<file path="src/hw/rtl/sma_pkg.sv">
// Shared constants and types for the simple moving average block.
// No dependencies; used by sma_divider and simple_moving_average.
package sma_pkg;

    localparam int MAX_WINDOW = 256;
    localparam int PRICE_BITS = 32;
    localparam int SLOT_BITS  = $clog2(MAX_WINDOW);
    localparam int LEN_BITS   = SLOT_BITS + 1;
    localparam int SUM_BITS   = 40;
    localparam int AVG_BITS   = 32;
    localparam int CNT_BITS   = $clog2(SUM_BITS);

    localparam logic [LEN_BITS-1:0] LEN_RESET = LEN_BITS'(20);
    localparam logic [LEN_BITS-1:0] LEN_MAX   = LEN_BITS'(MAX_WINDOW);

    typedef enum logic [1:0] {
        ST_IDLE,
        ST_READ,
        ST_DIV,
        ST_DONE
    } sma_state_t;

    // Clamp a written window length to 1..MAX_WINDOW.
    function automatic logic [LEN_BITS-1:0] eff_len(input logic [LEN_BITS-1:0] len);
        logic [LEN_BITS-1:0] res;
        res = len;
        if (len == '0) begin
            res = LEN_BITS'(1);
        end else if (len > LEN_MAX) begin
            res = LEN_MAX;
        end
        return res;
    endfunction

endpackage

</file>
<file path="src/hw/rtl/sma_divider.sv">
// Restoring divider, one quotient bit per cycle: SUM_BITS dividend by LEN_BITS divisor.
// Depends on sma_pkg.
module sma_divider (
    input  logic                          aclk,
    input  logic                          aresetn,
    input  logic                          start,
    input  logic [sma_pkg::SUM_BITS-1:0]  dividend,
    input  logic [sma_pkg::LEN_BITS-1:0]  divisor,
    output logic                          done,
    output logic [sma_pkg::SUM_BITS-1:0]  quotient
);

    logic [sma_pkg::SUM_BITS-1:0] quo_reg, quo_next;
    logic [sma_pkg::LEN_BITS-1:0] rem_reg, rem_next;
    logic [sma_pkg::LEN_BITS-1:0] dvs_reg;
    logic [sma_pkg::CNT_BITS-1:0] cnt_reg, cnt_next;
    logic                         busy_reg, busy_next;
    logic                         done_reg, done_next;
    logic [sma_pkg::LEN_BITS:0]   trial;
    logic [sma_pkg::LEN_BITS:0]   diff;

    always_comb begin
        trial     = {rem_reg, quo_reg[sma_pkg::SUM_BITS-1]};
        diff      = trial - {1'b0, dvs_reg};
        quo_next  = quo_reg;
        rem_next  = rem_reg;
        cnt_next  = cnt_reg;
        busy_next = busy_reg;
        done_next = 1'b0;
        if (start) begin
            quo_next  = dividend;
            rem_next  = '0;
            cnt_next  = '0;
            busy_next = 1'b1;
        end else if (busy_reg) begin
            if (trial >= {1'b0, dvs_reg}) begin
                rem_next = diff[sma_pkg::LEN_BITS-1:0];
                quo_next = {quo_reg[sma_pkg::SUM_BITS-2:0], 1'b1};
            end else begin
                rem_next = trial[sma_pkg::LEN_BITS-1:0];
                quo_next = {quo_reg[sma_pkg::SUM_BITS-2:0], 1'b0};
            end
            cnt_next = cnt_reg + 1'b1;
            if (cnt_reg == sma_pkg::CNT_BITS'(sma_pkg::SUM_BITS - 1)) begin
                busy_next = 1'b0;
                done_next = 1'b1;
            end
        end
    end

    always_ff @(posedge aclk) begin
        if (!aresetn) begin
            busy_reg <= 1'b0;
            done_reg <= 1'b0;
            cnt_reg  <= '0;
        end else begin
            busy_reg <= busy_next;
            done_reg <= done_next;
            cnt_reg  <= cnt_next;
        end
    end

    always_ff @(posedge aclk) begin
        quo_reg <= quo_next;
        rem_reg <= rem_next;
        if (start) begin
            dvs_reg <= divisor;
        end
    end

    assign done     = done_reg;
    assign quotient = quo_reg;

    a_rem_below_divisor: assert property (@(posedge aclk) disable iff (!aresetn)
        busy_reg && !start |-> rem_reg < dvs_reg)
        else $error("divider remainder not below divisor");

    a_done_after_busy: assert property (@(posedge aclk) disable iff (!aresetn)
        done_reg |-> !busy_reg && $past(busy_reg))
        else $error("divider done without a run");

endmodule

</file>
<file path="config.mk">
export PLATFORM = sky130hd
export DESIGN_NAME = sma_divider
export DESIGN_NICKNAME = d
export VERILOG_FILES = /design/src/hw/rtl/sma_pkg.sv /design/src/hw/rtl/sma_divider.sv
export SDC_FILE = /design/constraint.sdc
export NUM_CORES = 1
export LEC_CHECK = 0
export BUFFER_PORTS_ARGS = -buffer_cell sky130_fd_sc_hd__buf_4
export CORE_UTILIZATION = 50
export DETAILED_ROUTE_END_ITERATION = 12
export PLACE_DENSITY = 0.78
export SETUP_SLACK_MARGIN = 0.2
export SLEW_MARGIN = 20
export SYNTH_ARGS = -nofsm -noshare
export SYNTH_HDL_FRONTEND = slang
export SYNTH_SLANG_ARGS = --single-unit
</file>
<file path="constraint.sdc">
create_clock -name aclk -period 4.6 [get_ports aclk]
set_input_delay 0.92 -clock aclk [delete_from_list [all_inputs] [get_ports aclk]]
set_output_delay 0.92 -clock aclk [all_outputs]
set_load 0.01 [all_outputs]
</file>
==> results of run 1 <==
## power groups by stage
| stage | clock network, mW | logic (mW) | registers [mW] |
|---|---|---|---|
| after detailed placement | 0 | 0.304 | 0.753 |
| final | 0.513 | 0.301 | 0.740 |
| after CTS | 0.522 | 0.304 | 0.741 |
| after floorplan | 0 | 0.170 | 0.762 |
| after global placement | 0 | 0.295 | 0.752 |
| after global routing | 0.545 | 0.330 | 0.748 |
## cells by family (layout without fill, tap and decap cells)
kind of cell / Yosys count / count (layout)
compound gates: 31 / 31
mux: 44 / 44
flops: 66 / 66
xor+xnor: 10 / 10
simple gates: 47 / 47
fa+ha+maj: 11 / 11
buf+inv: 23 / 122
## cell type report
cell class,instances,area (µm²),share of cell area (%)
clock buffers,10,128,3.12
clock inverters,6,81.3,1.99
inverters,13,48.8,1.19
multi-input cells,143,1220,30.0
flip-flops and latches,66,1810,44.3
well taps,75,93.8,2.30
repair buffers,93,698,17.1
## through the flow
stage	setup slack [ps]	power (mW)
floorplan	2080	0.932
global placement	1870	1.05
detailed placement	1710	1.06
CTS	1690	1.57
global route	1470	1.62
finish	1720	1.55
## per-layer routing
layer | up-vias | GRT usage, % | wire (µm)
met5 | - | 0 | 0
met4 | 0 | 12.0 | 171
met3 | 16 | 6.63 | 495
met2 | 78 | 32.6 | 2960
met1 | 987 | 24.9 | 2650
li1 | 1054 | - | -
## worst register-to-register path: cells and delay by family (launching register included)
family,cells,cell delay [ps]
buffers and inverters,2,170
AO/OA/AOI/OAI,4,1470
flip-flops,1,390
adder cells (fa/ha/maj),2,590
multiplexers,1,170
## worst max path at each step
| stage | startpoint | end | slack [ps] | cells after the start |
|---|---|---|---|---|
| 4_1_cts | quotient[39] | rem_reg[4] | 1690 | 9 |
| 3_5_place_dp | quotient[39] | rem_reg[4] | 1710 | 9 |
| 6_report | quotient[39] | rem_reg[4] | 1720 | 9 |
| 2_1_floorplan | quotient[39] | rem_reg[7] | 2080 | 10 |
| 5_1_grt | quotient[39] | rem_reg[4] | 1470 | 9 |
| 3_3_place_gp | quotient[39] | rem_reg[3] | 1870 | 9 |
## synth_stat cells, types with 2 or more instances
| master | count | share of area, % |
|---|---|---|
| edfxtp_1 | 49 | 47 |
| mux2_2 | 39 | 14 |
| dfxtp_1 | 17 | 11 |
| nor2_1 | 17 | 2.0 |
| inv_1 | 12 | 1.4 |
| ha_1 | 10 | 4.0 |
| clkbuf_1 | 8 | 0.96 |
| nand2_1 | 8 | 0.96 |
| nand4_1 | 7 | 1.4 |
| xor2_1 | 7 | 2.0 |
| a21oi_1 | 5 | 0.80 |
| mux2i_1 | 5 | 1.6 |
| a211oi_1 | 4 | 0.96 |
| o21ai_0 | 4 | 0.64 |
| a21o_1 | 3 | 0.72 |
| nand3_1 | 3 | 0.48 |
| nor3_1 | 3 | 0.48 |
| xnor2_1 | 3 | 0.84 |
| a311oi_2 | 2 | 0.96 |
| buf_6 | 2 | 0.72 |
| nor2b_1 | 2 | 0.40 |
| o311ai_0 | 2 | 0.56 |
==> flow_metrics.tcl, run 1 <==
set metrics [dict create \
    slowest_delay_ps 700 \
    wl_per_cell_um 15.5 \
    ir_worst_vdd_mv 0.302 \
    start_kind "flip-flop" \
    synth-simple-area-share_pct 7.43 \
    numClockSinks 66 \
    synth_compound_area_share_pct 8.50 \
    core_area_um2 5990 \
    layout_commonest_cell "buf_4" \
    dpl_cell_area_um2 3880 \
    r2r_cells 9 \
    synthAdderAreaFrac_pct 4.63 \
    rsz0062_at_grt "no" \
    cp_slowest_cell "a211oi_4" \
    pwr-share-comb_pct 19.4 \
    arrival_ps 3120 \
    ctsResizeCount 0 \
    die_area_um2 6590 \
    ios 93 \
    postCtsHoldBufs 0 \
    layout_common_cells "buf_4, edfxtp_1, mux2_2" \
    synth_cells 232 \
    area_delta_synth_final_pct 30.3 \
    nFillCells 459 \
    cts_setup_buffers 0 \
    finalHoldViolCount 0 \
    synth_top_family_by_area "multiplexers" \
    period_share_pct 62.6 \
    fin_cells 406 \
    seqPwrFrac_pct 47.6 \
    die_w_um 81.2 \
    status "finished, final reports clean" \
    path_class "reg -> reg" \
    ys.flop_type "edfxtp_1" \
    synthXorXnorAreaFrac_pct 2.79 \
    cts_buffers 9 \
    num_rows 28 \
    cp-end-kind "flip-flop" \
    hp-start "cnt_reg[5]" \
    cp_data_required_time_ps 4840 \
    antenna_left 0 \
    p_switching_uw 388 \
    synthMuxAreaShare_pct 15.6 \
    hold_slack_ps 504 \
    largest_reg_flops 40 \
    final_util_pct 68.2 \
    synth_edf_count 49 \
    fmax_mhz 347 \
    yosys_warnings 0 \
    intPower_mw 1.17 \
    r2r_setup_slack_ps 1720 \
    maxCapViolCount 0 \
    p_sw_share_pct 25.0 \
    globalRouteOverflowTotal 0 \
    portBuffers 92 \
    clkPwrFrac_pct 33.0 \
    synth_nets 295 \
    vias 2135 \
    critPathMaxFanout 15 \
    drcViolationCount 0 \
    diodes 0 \
    skew_ps 9.69 \
    grt_usage_pct 20.7 \
    p_leak_nw 1.72 \
    maxSlewHeadroom_pct 37.7 \
    ys_seq_area_share_pct 57.8 \
    min_to "cnt_reg[5]" \
    grt_pass1_vias 2133 \
    synth.distinct_cells 42 \
    grt_start_max_net_pins 56 \
    place_congestion 0.816 \
    drt_iter0_markers 107 \
    min_path_cells 2 \
    hp-class "reg -> reg" \
    start_util_pct 52.3 \
    grt_pass1_wl_um 9900 \
    path_clk_slew_ps 70 \
    p_per_area_nw_per_um2 381 \
    synth.cell_area_um2 3130 \
    rr_startpoint "quotient[39]" \
    design_area_um2 4090 \
    avgSynthCellArea_um2 13.5 \
    period_needed_ps 2880 \
    critical_path.top_delay_family "compound AO/OA/AOI/OAI gates" \
    antenna_found_initial 0 \
    drive_above_1_share_pct 47.7 \
    async_flop_share_pct 0 \
    numPlacedInstances 390 \
    finalSetupTns_ps 0 \
    worst_path_most_repeated_cell "inv_1" \
    cts_tree "yes" \
    vias_per_cell 5.26 \
    die_y_um 81.2 \
    dp.final_hpwl_um 4460 \
    cts_max_path_buffers 2 \
    final-setup-viol-count 0 \
    routed_wl_um 6280 \
    dr.pass1.iters 5 \
    layout.nets 389 \
    ys_ff_latch 66 \
    tightest_slew_ps 931 \
    crit_chain "inv_1 -> ha_1 -> inv_1 -> fa_1 -> a211oi_2 -> o31ai_4 -> a211oi_4 -> mux2i_1 -> a211oi_1" \
    cts-root-buf "clkbuf_8" \
    drv_slew 0 \
    clock_latency_ps 340 \
    cp_num_buf_inv 2 \
    htree_levels 3 \
    r2r-end "rem_reg[4]" \
]
Power figures use the tool's default switching activity.
==> run 2: changes to the inputs <==
--- a/config.mk
+++ b/config.mk
@@ -5,10 +5,11 @@
 export SDC_FILE = /design/constraint.sdc
 export NUM_CORES = 1
 export LEC_CHECK = 0
+export ABC_AREA = 1
 export BUFFER_PORTS_ARGS = -buffer_cell sky130_fd_sc_hd__buf_4
 export CORE_UTILIZATION = 50
 export DETAILED_ROUTE_END_ITERATION = 12
-export PLACE_DENSITY = 0.78
+export PLACE_DENSITY = 0.77
 export SETUP_SLACK_MARGIN = 0.2
 export SLEW_MARGIN = 20
 export SYNTH_ARGS = -nofsm -noshare
==> constraint.sdc (replaced) <==
create_clock -name aclk -period 2.9 [get_ports aclk]
set_input_delay 0.58 -clock aclk [delete_from_list [all_inputs] [get_ports aclk]]
set_output_delay 0.58 -clock aclk [all_outputs]
set_load 0.01 [all_outputs]
==> flow_metrics.tcl, run 2 <==
set metrics [dict create \
    status "finished, final reports clean" \
    critical_path.top_delay_family "simple AND/OR/NAND/NOR gates" \
    skew_ps 11.7 \
    synth.cell_area_um2 3230 \
    dr.pass1.iters 4 \
    synth_area_leaders "edfxtp_1, nand2_1, dfxtp_1" \
    maxSlewHeadroom_pct 59.2 \
    routed_wl_um 7540 \
    ys_ff_latch 66 \
    diodes 0 \
    period_share_pct 78.2 \
    postCtsHoldBufs 0 \
    wl_per_cell_um 13.7 \
    ys.flop_type "edfxtp_1" \
    grt_pass1_vias 2614 \
    grt_usage_pct 23.8 \
    place_congestion 0.846 \
    antenna_found_initial 0 \
    cp_data_required_time_ps 3160 \
    drcViolationCount 0 \
    die_y_um 82.4 \
    start_kind "flip-flop" \
    p_leak_nw 2.08 \
    fmax_mhz 441 \
    final_util_pct 69.1 \
    synth_edf_count 49 \
    area_delta_synth_final_pct 29.6 \
    cp_num_buf_inv 2 \
    drive_above_1_share_pct 26.5 \
    synth_commonest_cells "nand2_1, edfxtp_1, inv_1, nand3_1, dfxtp_1" \
    largest_reg_flops 40 \
    start_util_pct 53.3 \
    synth_cells 372 \
    ys_seq_area_share_pct 56.1 \
    die_w_um 82.4 \
    synth.distinct_cells 28 \
    finalHoldViolCount 0 \
    layout_commonest_cell "nand2_1" \
    core_area_um2 6060 \
    layout_common_cells "nand2_1, buf_4, edfxtp_1" \
    die_area_um2 6790 \
    dp.final_hpwl_um 5380 \
    htree_levels 3 \
    power_mw 2.29 \
    drv_slew 0 \
    min_path_cells 1 \
    cts_max_path_buffers 2 \
    arrival_ps 2530 \
    vias 2784 \
    maxCapViolCount 0 \
    cp.depth 13 \
    ctsResizeCount 0 \
    cts_setup_buffers 0 \
    cts-root-buf "clkbuf_8" \
    antenna_left 0 \
    numClockSinks 66 \
    cp-end-kind "flip-flop" \
    portBuffers 92 \
    path_class "reg -> reg" \
    num_rows 28 \
    synth_top_area_share_pct 45.5 \
    slowest_delay_ps 410 \
    rsz0062_at_grt "no" \
    layout.nets 533 \
    r2r_setup_slack_ps 630 \
    cts_tree "yes" \
    synth_nets 435 \
    hold_slack_ps 412 \
    period_needed_ps 2270 \
    final-setup-viol-count 0 \
    synth.most_common_cell "nand2_1" \
    cp_slowest_cell "fa_1" \
    grt_start_max_net_pins 38 \
    drt_iter0_markers 190 \
    ir_worst_vdd_mv 0.467 \
    dpl_cell_area_um2 4000 \
    path_clk_slew_ps 70 \
    vias_per_cell 5.06 \
    yosys_warnings 0 \
    design_area_um2 4190 \
    crit_chain "inv_1 -> ha_1 -> inv_1 -> fa_1 -> nand2_2 -> nand2_2 -> nand3_2 -> nand2_2 -> nand2_2 -> nand2_2 -> nand2_1 -> nand3_1 -> o21ai_1" \
    globalRouteOverflowTotal 0 \
    r2r_cells 13 \
    critPathMaxFanout 12 \
    worst_path_most_repeated_cell "nand2_2" \
    ios 93 \
    cts_buffers 9 \
    hp-class "in -> reg" \
    finalSetupTns_ps 0 \
    p_per_area_nw_per_um2 547 \
    grt_pass1_wl_um 11800 \
    avgSynthCellArea_um2 8.68 \
    async_flop_share_pct 0 \
    yosys.area.top_type "edfxtp_1" \
    tightest_slew_ps 611 \
    clock_latency_ps 340 \
]
run 2: cell types whose count changed after synthesis, sizes merged, moves of 6 or more:
cell    change
a211oi      -6
nand4       -7
mux2       -39
nand2     +168
inv        +25
nand3      +21
run 2: report_power, final:
group	internal [mW]	total, mW	switching, mW
logic	0.182	0.389	0.207
registers	1.11	1.15	0.0428
clock network	0.395	0.751	0.356
total	1.68	2.29	0.606
run 2: cells by family after synthesis:
family | count (synthesis) | synth area share (%)
buffers and inverters | 49 | 6.31
adder cells (fa/ha/maj) | 11 | 4.49
AO/OA/AOI/OAI | 14 | 2.32
XOR/XNOR | 3 | 0.813
flip-flops | 66 | 56.1
AND/OR/NAND/NOR | 229 | 30.0
run 2: path summary, 6_finish.rpt:
check	from	end
setup / recovery	quotient[39]	rem_reg[0]
hold / removal	divisor[3]	dvs_reg[3]
setup reg to reg	quotient[39]	rem_reg[0]
hold reg to reg	rem_reg[1]	rem_reg[1]
run 2: cell type report:
| type | instances | area (µm²) |
|---|---|---|
| repair buffers | 98 | 736 |
| well taps | 75 | 93.8 |
| fillers | 488 | 1880 |
| flip-flops and latches | 66 | 1810 |
| clock inverters | 5 | 55.1 |
| multi-input cells | 257 | 1210 |
| inverters | 38 | 143 |
| clock buffers | 11 | 131 |
run 2: worst register-to-register path, cell delays in order, from the launching register on:
cell      delay (ps)
edfxtp_1         400
inv_1            110
ha_1             150
inv_1             60
fa_1             410
nand2_2           90
nand2_2           70
nand3_2           80
nand2_2           60
nand2_2          230
nand2_2          200
nand2_1          110
nand3_1           90
o21ai_1          110
run 2: metal layers:
layer	vias up	global-route usage (%)	part of all wire [%]
li1	1383	-	-
met3	15	8.79	6.7
met2	85	39.3	49
met5	-	0	0
met1	1301	28.3	42
met4	0	8.25	2.1
run 2: metrics by stage:
| step | instances | setup slack, ps |
|---|---|---|
| 3_5_place_dp | 534 | 680 |
| 4_1_cts | 550 | 672 |
| 5_1_grt | 550 | 496 |
| 2_1_floorplan | 372 | 829 |
| 6_report | 550 | 633 |
| 3_3_place_gp | 534 | 830 |
==> run 3: changes to the inputs <==
--- a/config.mk
+++ b/config.mk
@@ -7,9 +7,9 @@
 export LEC_CHECK = 0
 export ABC_AREA = 1
 export BUFFER_PORTS_ARGS = -buffer_cell sky130_fd_sc_hd__buf_4
-export CORE_UTILIZATION = 50
+export CORE_UTILIZATION = 47
 export DETAILED_ROUTE_END_ITERATION = 12
-export PLACE_DENSITY = 0.77
+export PLACE_DENSITY = 0.76
 export SETUP_SLACK_MARGIN = 0.2
 export SLEW_MARGIN = 20
 export SYNTH_ARGS = -nofsm -noshare
==> constraint.sdc (replaced) <==
create_clock -name aclk -period 1.9 [get_ports aclk]
set_input_delay 0.38 -clock aclk [delete_from_list [all_inputs] [get_ports aclk]]
set_output_delay 0.38 -clock aclk [all_outputs]
set_load 0.01 [all_outputs]
==> flow_metrics.tcl, run 3 (synthesized netlist as in run 2, its figures left out) <==
set metrics [dict create \
    fin_cells 562 \
    start_kind "flip-flop" \
    die_y_um 84.9 \
    p_leak_nw 2.15 \
    start_util_pct 49.7 \
    worst_path_most_repeated_cell "nand2_2" \
    ir_worst_vdd_mv 0.501 \
    final-setup-viol-count 0 \
    rsz0062_at_grt "yes" \
    hold_slack_ps 224 \
    largest_reg_flops 40 \
    drcViolationCount 3 \
    p_per_area_nw_per_um2 814 \
    die_area_um2 7210 \
    rr_startpoint "quotient[39]" \
    grt_start_max_net_pins 38 \
    htree_levels 3 \
    cts_max_path_buffers 2 \
    cp-end-kind "flip-flop" \
    skew_ps 5.70 \
    grt_pass1_wl_um 11500 \
    ios 93 \
    core_area_um2 6490 \
    portBuffers 92 \
    vias 2802 \
    violations "design-rule violations" \
    area_delta_synth_final_pct 34.5 \
    cp_data_required_time_ps 2120 \
    clock_latency_ps 330 \
    diodes 0 \
    dr.pass1.iters 11 \
    wl_per_cell_um 12.9 \
    r2r_setup_slack_ps 70 \
    crit_start "quotient[39]" \
    drt_iter0_markers 171 \
    r2r-end "rem_reg[7]" \
    maxCapViolCount 0 \
    dpl_cell_area_um2 4060 \
    period_needed_ps 1830 \
    crit_chain "inv_2 -> ha_4 -> inv_2 -> fa_2 -> nand2_2 -> nand2_2 -> nand3_2 -> nand2_2 -> nand2_4 -> buf_6 -> nand3b_1 -> nand3_1 -> nand2_1" \
    tightest_slew_ps 435 \
    arrival_ps 2050 \
    grt_usage_pct 20.8 \
    fmax_mhz 546 \
    drv_slew 0 \
    hp-class "in -> reg" \
    postCtsHoldBufs 0 \
    drive_above_1_share_pct 30.1 \
    routed_wl_um 7260 \
    die_w_um 84.9 \
    maxSlewHeadroom_pct 70.9 \
    place_congestion 0.817 \
    path_clk_slew_ps 70 \
    period_share_pct 96.3 \
    final_util_pct 66.9 \
    dp.final_hpwl_um 5180 \
    slowest_delay_ps 400 \
    r2r_cells 13 \
    layout.nets 543 \
    critPathMaxFanout 6 \
    numClockSinks 66 \
    status "finished, violations left" \
    min_path_cells 1 \
    antenna_found_initial 0 \
    grt_pass1_vias 2604 \
    layout_common_cells "nand2_1, buf_4, edfxtp_1" \
    endpoint "rem_reg[7]" \
    numPlacedInstances 539 \
    cp_slowest_cell "edfxtp_1" \
    cts_buffers 9 \
    path_class "reg -> reg" \
    layout_commonest_cell "nand2_1" \
    design_area_um2 4340 \
    globalRouteOverflowTotal 0 \
    num_rows 29 \
    cts_tree "yes" \
    finalHoldViolCount 0 \
    vias_per_cell 4.99 \
    antenna_left 0 \
    cts-root-buf "clkbuf_8" \
]
-- run 3: cell count changes in the layout (fill, tap and decap cells not counted), sizes merged --
cell      previous run  this run
buf                 98       108
clkinv               4         5
clkbuf              11         9
clkinvlp             1         2
-- run 3: routing by layer --
metal / share of wire, % / GRT usage [%] / wire length (µm) / up-vias
li1: - / - / - / 1407
met1: 43 / 26.0 / 3130 / 1292
met2: 49 / 33.6 / 3570 / 91
met3: 5.6 / 6.91 / 409 / 12
met4: 2.1 / 7.86 / 156 / 0
met5: 0 / 0 / 0 / -
-- run 3: worst min-delay path by stage --
stage / start / end
2_1_floorplan: rem_reg[4] / rem_reg[4]
3_3_place_gp: rem_reg[8] / rem_reg[8]
3_5_place_dp: rem_reg[5] / rem_reg[5]
4_1_cts: divisor[6] / dvs_reg[6]
5_1_grt: divisor[5] / dvs_reg[5]
6_report: divisor[0] / dvs_reg[0]
-- run 3: worst max-delay path, delay by kind of cell (launching register included) --
kind	cells	cell delay, ps
fa+ha+maj	2	470
buf+inv	3	240
flops	1	400
simple gates	8	610
-- run 3: stage by stage --
stage	worst slack [ps]	TNS [ps]	power (mW)
detailed placement	-49.2	-234	2.39
global route	-23.8	-73.1	3.69
finish	69.9	0	3.53
CTS	79.5	0	3.55
floorplan	41.5	0	2.09
global placement	52.6	0	2.38
-- run 3: power breakdown --
group	internal (mW)	total [mW]	switching (mW)	leakage [nW]
sequential	1.69	1.75	0.0662	0.637
combinational	0.305	0.630	0.325	1.42
clock	0.604	1.15	0.547	0.0970
-- run 3: cell type report --
class,instances,area [µm²]
well taps,77,96.3
clock inverters,7,68.8
multi-input cells,257,1270
flip-flops and latches,66,1810
fillers,534,2150
clock buffers,9,124
repair buffers,108,827
inverters,38,146
-- run 3: timing repair --
item | 4_1_cts | 5_1_grt
gates resized for setup | 4 | 3
endpoints found under the setup margin | 10 | 10
pin swaps | 4 | 0
setup buffers | 6 | 1
